### src/sv/pwc_pkg.sv
// Shared constants, codes and item types of the pre-trigger waveform capture block.
package pwc_pkg;

  // Capture geometry
  localparam int unsigned AnalogChannels    = 4;
  localparam int unsigned BinaryChannels    = 16;
  localparam int unsigned SamplesPerPeriod  = 32;
  localparam int unsigned CapturePeriods    = 16;
  localparam int unsigned DefaultPrePeriods = 2;
  localparam int unsigned CaptureDepth      = 512;

  // Field widths
  localparam int unsigned ChanW    = 16;
  localparam int unsigned AnalogW  = 64;
  localparam int unsigned BinaryW  = 16;
  localparam int unsigned SourceW  = 16;
  localparam int unsigned ReqW     = 3;
  localparam int unsigned PreW     = 8;
  localparam int unsigned PosW     = $clog2(CaptureDepth);
  localparam int unsigned CountW   = $clog2(CaptureDepth + 1);

  // Configuration port
  localparam int unsigned ApbAddrW = 3;
  localparam int unsigned ApbDataW = 32;
  localparam int unsigned RegIdxW  = 1;

  typedef enum logic [RegIdxW-1:0] {
    RegPreTriggerPeriods = 1'b0
  } reg_idx_e;

  typedef enum logic [ReqW-1:0] {
    ReqTick    = 3'd0,
    ReqTrigger = 3'd1,
    ReqStart   = 3'd2,
    ReqStop    = 3'd3,
    ReqRead    = 3'd4
  } req_e;

  typedef enum logic [1:0] {
    CapStopped = 2'd0,
    CapPre     = 2'd1,
    CapPost    = 2'd2
  } cap_state_e;

  typedef struct packed {
    logic [ReqW-1:0]    req_type;
    logic [AnalogW-1:0] analog_samples;
    logic [BinaryW-1:0] binary_inputs;
    logic [SourceW-1:0] trigger_source;
    logic [PosW-1:0]    read_position;
  } in_item_t;

  typedef struct packed {
    logic [1:0]         capture_state;
    logic [PosW-1:0]    write_position;
    logic [CountW-1:0]  stored_count;
    logic               capture_done;
    logic [PosW-1:0]    end_position;
    logic [SourceW-1:0] held_trigger_source;
    logic [AnalogW-1:0] read_analog;
    logic [BinaryW-1:0] read_binary;
  } out_item_t;

  // Clamp the requested pre-trigger periods and scale to samples
  function automatic logic [CountW-1:0] pre_len_f(logic [PreW-1:0] periods);
    logic [PreW-1:0] p;
    int unsigned     len;
    p = periods;
    if (p <= PreW'(1)) begin
      p = PreW'(DefaultPrePeriods);
    end else if (p > PreW'(CapturePeriods / 2)) begin
      p = PreW'(CapturePeriods / 2);
    end
    len = 32'(p) * SamplesPerPeriod;
    if (len > CaptureDepth) begin
      len = CaptureDepth;
    end
    return CountW'(len);
  endfunction

endpackage

### src/sv/pwc_chan_if.sv
// Valid/ready channel carrying one item per handshake.
interface pwc_chan_if #(
  parameter type item_t = logic
);
  logic  valid;
  logic  ready;
  item_t payload;

  modport source (output valid, output payload, input ready);
  modport sink   (input valid, input payload, output ready);
endinterface

### src/sv/pwc_skid.sv
// Output register with a skid entry so the result side never stalls the core combinationally.
module pwc_skid (
  input  logic       clk_i,
  input  logic       rst_ni,
  pwc_chan_if.sink   in_i,
  pwc_chan_if.source out_o
);
  import pwc_pkg::*;

  logic      out_valid_q;
  logic      skid_valid_q;
  out_item_t out_item_q;
  out_item_t skid_item_q;
  logic      in_acc;
  logic      out_free;

  assign in_i.ready    = !skid_valid_q;
  assign in_acc        = in_i.valid && in_i.ready;
  assign out_free      = out_o.ready || !out_valid_q;
  assign out_o.valid   = out_valid_q;
  assign out_o.payload = out_item_q;

  // Advance the output register, park an item in the skid entry on a stall
  always_ff @(posedge clk_i or negedge rst_ni) begin
    if (!rst_ni) begin
      out_valid_q  <= 1'b0;
      skid_valid_q <= 1'b0;
    end else if (out_free) begin
      if (skid_valid_q) begin
        out_valid_q  <= 1'b1;
        skid_valid_q <= 1'b0;
      end else begin
        out_valid_q <= in_acc;
      end
    end else if (in_acc) begin
      skid_valid_q <= 1'b1;
    end
  end

  always_ff @(posedge clk_i) begin
    if (out_free) begin
      if (skid_valid_q) begin
        out_item_q <= skid_item_q;
      end else if (in_acc) begin
        out_item_q <= in_i.payload;
      end
    end else if (in_acc) begin
      skid_item_q <= in_i.payload;
    end
  end

endmodule

### src/flat_wrapper.sv
// flat-port wrapper written by rule: the top's interface ports become plain ports
module pwc_skid_flat import pwc_pkg::*;
  (clk_i, rst_ni, in_i_valid, in_i_payload, in_i_ready, out_o_valid, out_o_payload, out_o_ready);
  pwc_chan_if in_i_i ();
  pwc_chan_if out_o_i ();
  input  logic clk_i;
  input  logic rst_ni;
  input wire logic [$bits(in_i_i.valid)-1:0] in_i_valid;
  input wire logic [$bits(in_i_i.payload)-1:0] in_i_payload;
  output wire logic [$bits(in_i_i.ready)-1:0] in_i_ready;
  output wire logic [$bits(out_o_i.valid)-1:0] out_o_valid;
  output wire logic [$bits(out_o_i.payload)-1:0] out_o_payload;
  input wire logic [$bits(out_o_i.ready)-1:0] out_o_ready;
  assign in_i_i.valid = in_i_valid;
  assign in_i_i.payload = in_i_payload;
  assign in_i_ready = in_i_i.ready;
  assign out_o_valid = out_o_i.valid;
  assign out_o_payload = out_o_i.payload;
  assign out_o_i.ready = out_o_ready;
  pwc_skid u_core (.clk_i(clk_i), .rst_ni(rst_ni), .in_i(in_i_i), .out_o(out_o_i));
endmodule
### config.mk
export PLATFORM = sky130hd
export DESIGN_NAME = pwc_skid_flat
export DESIGN_NICKNAME = d
export VERILOG_FILES = /design/src/sv/pwc_pkg.sv /design/src/sv/pwc_chan_if.sv /design/src/sv/pwc_skid.sv /design/src/flat_wrapper.sv
export SDC_FILE = /design/constraint.sdc
export NUM_CORES = 1
export LEC_CHECK = 0
export BUFFER_PORTS_ARGS = -buffer_cell sky130_fd_sc_hd__buf_2
export CORE_AREA = 2 2 39 41
export CTS_CLUSTER_SIZE = 16
export DETAILED_ROUTE_END_ITERATION = 8
export DIE_AREA = 0 0 41 43
export PLACE_DENSITY = 0.32
export RECOVER_POWER = 100
export SLEW_MARGIN = 20
export SYNTH_ARGS = -nofsm -noshare
export SYNTH_HDL_FRONTEND = slang
export SYNTH_SLANG_ARGS = --single-unit
### constraint.sdc
create_clock -name clk_i -period 3.49 [get_ports clk_i]
set_clock_uncertainty 0.15 [all_clocks]
set_input_delay 0.1745 -clock clk_i [delete_from_list [all_inputs] [get_ports clk_i]]
set_output_delay 0.1745 -clock clk_i [all_outputs]
set_load 0.02 [all_outputs]
Word-level counts from Yosys, hierarchy flattened
Index checks and enable logic that the tools add are counted.

operators by class
  mux-type cells = 5
  bitwise operators = 1
  reduce and logical (&&, ||, !) cells = 8

operators by type and width
  kind               count
  $mux 1             5
  $reduce_and 2->1   2
  $reduce_bool 2->1  2
  $logic_not 1->1    2
  $logic_and 1x1->1  1
  $logic_or 1x1->1   1
  $not 1->1          1

word-level totals
  word-level logic and storage cells = 18
  bits of input ports = 5
  output and inout port bits = 3
  flip-flop bits (word level) = 4

Longest topological paths before layout
  word-level depth = 4
  gate-level depth with buffers = 2
  mapped depth without buffers = 2

Worst setup path after synthesis
Ideal clock, no wire load.

  path type = flip-flop to flip-flop
  start point = register u_core.out_valid_q (netlist: u_core.out_o.valid)
  end point = register u_core.skid_item_q[0] (netlist bit), enable pin
  buffers on the path = 0
  cell stages (with the launch flop) = 3
  required time = 3.026 ns
  library setup time = 0.314 ns
  clock period less this slack = 1.214 ns
  slack = 2.276 ns
  arrival = 0.749 ns
  path through = dfrtp_1 nand2b_4 nor3b_1

on the way
  word-level cells in the longest chain between the ends = 4

RTL lines
  element                     line            source
  start: declaration          pwc_skid.sv:10  logic out_valid_q;
  start signal: assignment    pwc_skid.sv:33  out_valid_q <= in_acc;
  $logic_not 1->1             pwc_skid.sv:19  assign out_free = out_o.ready || !out_valid_q;
  $logic_or 1x1->1            pwc_skid.sv:19
  $not 1->1 (no line)         --
  $reduce_and 2->1 (no line)  --
  end signal: assignment      pwc_skid.sv:48  skid_item_q <= in_i.payload;
  end: declaration            pwc_skid.sv:13  out_item_t skid_item_q;

Every way passes these cells.
A chain may end at the register's enable or synchronous reset.

Worst setup path after layout
  start point = register u_core.skid_valid_q
  end point = output in_i_ready

on the way
  word-level cells in the longest chain between the ends = 1

RTL lines
  element                   line                source
  start: declaration        pwc_skid.sv:11      logic skid_valid_q;
  start signal: assignment  pwc_skid.sv:27      skid_valid_q <= 1'b0;
  start signal: assignment  pwc_skid.sv:31      skid_valid_q <= 1'b0;
  start signal: assignment  pwc_skid.sv:36      skid_valid_q <= 1'b1;
  $logic_not 1->1           pwc_skid.sv:17      assign in_i.ready = !skid_valid_q;
  end: declaration          flat_wrapper.sv:10  output wire logic [$bits(in_i_i.ready)-1:0] in_i_ready;

Every way passes these cells.

==> flow_metrics.env <==
export IMPL_run_status="finished clean"
export IMPL_worst_path_max_fanout=5
export IMPL_cts_root_buffer_cell="clkbuf_4"
export IMPL_maxSlewViolCount=0
export IMPL_area_growth_syn_to_layout_pct=51.9
export IMPL_cp_slowest_stage_delay_ns=0.41
export IMPL_clk_pin_slew_worst_setup_hold_paths_ns=0.04
export IMPL_ys_warnings_count=0
export IMPL_crit_path_top_delay_cell="dfrtp_1"
export IMPL_synth_lib_cells_used_distinct=9
export IMPL_globalRouteOverflowTotal=0
export IMPL_synth_flop_cell="edfxtp_1"
export IMPL_crit_chain="inv_1 > clkbuf_1"
export IMPL_clock_sinks=4
export IMPL_timing_fmax_mhz=782
export IMPL_timing_critical_path_to_type="primary output"
export IMPL_numCtsBuffers=3
export IMPL_postSynth_asyncResetShare_pct=50.0
export IMPL_tightestPinTransition_ns=0.264
export IMPL_total_instance_count_after_detailed_placement=35
export IMPL_antenna_cells=0
export IMPL_post_layout_nonfiller_instances=41
export IMPL_p_leak_nw=0.101
export IMPL_worstHoldEndpoint="u_core.out_o.valid$_DFFE_PN0P_"
export IMPL_finalHoldViolCount=0
export IMPL_drive_above_1_share_pct=28.0
export IMPL_core_area_um2=1380
export IMPL_drc=0
export IMPL_synth_enable_flop_cells=2
export IMPL_vias_per_cell=3.32
export IMPL_die_area_um2=1760
export IMPL_holdPathStages=3
export IMPL_crit_family="flip-flops"
export IMPL_p_sw_mw=0.0354
export IMPL_grt_max_degree=6
export IMPL_min_from="in_i_valid"
export IMPL_cell_internal_pwr_mw=0.104
export IMPL_postRouteWirelength_um=349
export IMPL_sequential_cell_area_um2=110
export IMPL_cp_buffers_inverters=2
export IMPL_pwr_per_cell_area_nw_per_um2=543
export IMPL_antenna_found_initial=0
export IMPL_combPwrFrac_pct=11.4
export IMPL_gr_usage_all_layers_pct=5.85
export IMPL_drt_wirelength_per_cell_um=8.51
export IMPL_worst_skew_pair_late_latency_ns=0.24
export IMPL_critPathArrivalTime_ns=0.95
export IMPL_utilization_pct=18.5
export IMPL_dieHeight_um=43
export IMPL_synth_area_leaders="edfxtp_1, dfrtp_1, mux2_4"
export IMPL_timing_setup_tns_ns=0
export IMPL_yosys_area_top_type_share_pct=35.6
export IMPL_clockPowerShare_pct=48.6
export IMPL_holdCritPathClass="input port to flop"
export IMPL_reg2reg_to="u_core.out_o.payload$_DFFE_PP_"
export IMPL_timing_max_cap_violations=0
export IMPL_post_route_min_period_ns=1.28
export IMPL_tritoncts="built"
export IMPL_post_synth_cell_area_avg_um2=14.1
export IMPL_synth_cells=12
export IMPL_final_min_period_over_clock_period_pct=36.6
export IMPL_peakVddDrop_mv=0.198
export IMPL_regToRegStartpoint="u_core.skid_valid_q$_DFFE_PN0P_"
export IMPL_r2r_setup_slack_ns=2.36
export IMPL_slew_headroom_pct=82.5
export IMPL_synth_largest_area_cell="edfxtp_1"
export IMPL_filler_cell_count=158
export IMPL_netlist_top_cells_count="dfrtp_1, edfxtp_1, nor2_1"
export IMPL_cp_start_kind="flop"
export IMPL_first_global_vias=135
export IMPL_dieWidth_um=41
export IMPL_power_frac_seq_pct=40.0
export IMPL_clock_path_buffers=2
export IMPL_timing_final_setup_violations=0
export IMPL_grt_setup_unrepaired="false"
export IMPL_drt_iter0_markers=0
export IMPL_cts_max_level=1
export IMPL_drt_pass1_iter_count=1
export IMPL_number_of_storage_elements_in_the_synthesis_netlist=4
export IMPL_critical_path_class="flop to primary output"
export IMPL_multi_input_comb_area_um2=46.3
export IMPL_critPathRequiredTime_ns=3.17
export IMPL_syn_cell_area_um2=169
export IMPL_switching_share_pct=25.4
export IMPL_postCtsSetupRepairBufs=0
export IMPL_gp_congestion=0.528
export IMPL_global_route_wire_length_before_repair_um=545
export IMPL_antenna_left=0
export IMPL_syn_nets=17
export IMPL_synth_yosys_seq_area_share_pct=65.2
export IMPL_boundaryPins=8
export IMPL_critical_path_start="u_core.skid_valid_q$_DFFE_PN0P_"
export IMPL_buffer_ports_inserted=7
export IMPL_final_net_count=31
export IMPL_floorplan_initialDensity_pct=12.2
export IMPL_dr_total_vias=136
export IMPL_timing_reg2reg_worst_path_depth=1
export IMPL_placement_rows=14
-- placed cells by master, fill, tap and decap left out, drive strengths merged --
| master | n |
|---|---|
| clkbuf | 8 |
| buf | 3 |
| nor2 | 2 |
| dlygate4sd3 | 2 |
| edfxtp | 2 |
| dfrtp | 2 |
| nand2b | 1 |
| nor3b | 1 |
| o21a | 1 |
| inv | 1 |
| mux2 | 1 |
| nand2 | 1 |
-- state kept, by name, summed over array words and instances (netlist names) --
register              count
u_core.skid_valid_q       1
u_core.skid_item_q        1
u_core.out_o.payload      1
u_core.out_o.valid        1
-- tightest hold or removal path: stages --
cell and delay, ns:
buf_2 0.10, nor2_1 0.05, nand2_1 0.06
-- routing by layer --
layer  vias up  global-route usage, %  part of all wire, %
met5         -                      0                    0
li1         66                      -                    -
met3         0                   7.85                   17
met4         0                   6.00                    0
met1        60                   6.19                   50
met2        10                   4.69                   33
-- area by class of cell --
class / instances / area share [%]
Sequential cell: 4 / 42.9
Timing Repair Buffer: 9 / 19.5
Multi-Input combinational cell: 7 / 18.0
Clock buffer: 4 / 10.2
Tap cell: 16 / 7.80
Inverter: 1 / 1.46
-- cells by family (layout without fill, tap and decap cells) --
family | Yosys count | after routing | synth area share (%)
flip-flops | 4 | 4 | 65.2
AO/OA/AOI/OAI | 1 | 1 | 4.45
buffers and inverters | 1 | 14 | 2.22
AND/OR/NAND/NOR | 5 | 5 | 19.3
multiplexers | 1 | 1 | 8.89
-- metrics by stage --
stage	area (um^2)	worst slack [ns]	hold slack (ns)	power, mW
floorplan	169	2.28	-0.271	0.0670
global placement	224	2.38	-0.189	0.0730
detailed placement	224	2.37	-0.187	0.0733
CTS	270	2.25	0.0340	0.145
global route	256	2.16	0.0593	0.149
finish	256	2.21	0.0355	0.139
-- power by group through the flow --
stage                     combinational (mW)  sequential [mW]  clock (mW)
after floorplan                      0.00788           0.0591           0
after global placement                0.0164           0.0566           0
after detailed placement              0.0165           0.0568           0
after CTS                             0.0186           0.0561      0.0708
after global routing                  0.0177           0.0562      0.0753
final                                 0.0159           0.0557      0.0677
-- timing repair --
| action | in CTS | in global routing |
|---|---|---|
| gates resized for setup | 0 | 0 |
| hold endpoints to repair | 3 | 0 |
| setup endpoints to repair | 0 | 0 |
| hold buffers | 2 | 0 |
-- worst max path at each step --
stage / to / slack (ns) / cells past startpoint
after floorplan: u_core.skid_item_q[0]$_DFFE_PP_ / 2.28 / 2
after global placement: u_core.skid_item_q[0]$_DFFE_PP_ / 2.38 / 2
after detailed placement: u_core.out_o.payload$_DFFE_PP_ / 2.37 / 1
after CTS: u_core.out_o.payload$_DFFE_PP_ / 2.25 / 3
after global routing: in_i_ready / 2.16 / 2
final: in_i_ready / 2.21 / 2
Power figures use the tool's default switching activity.
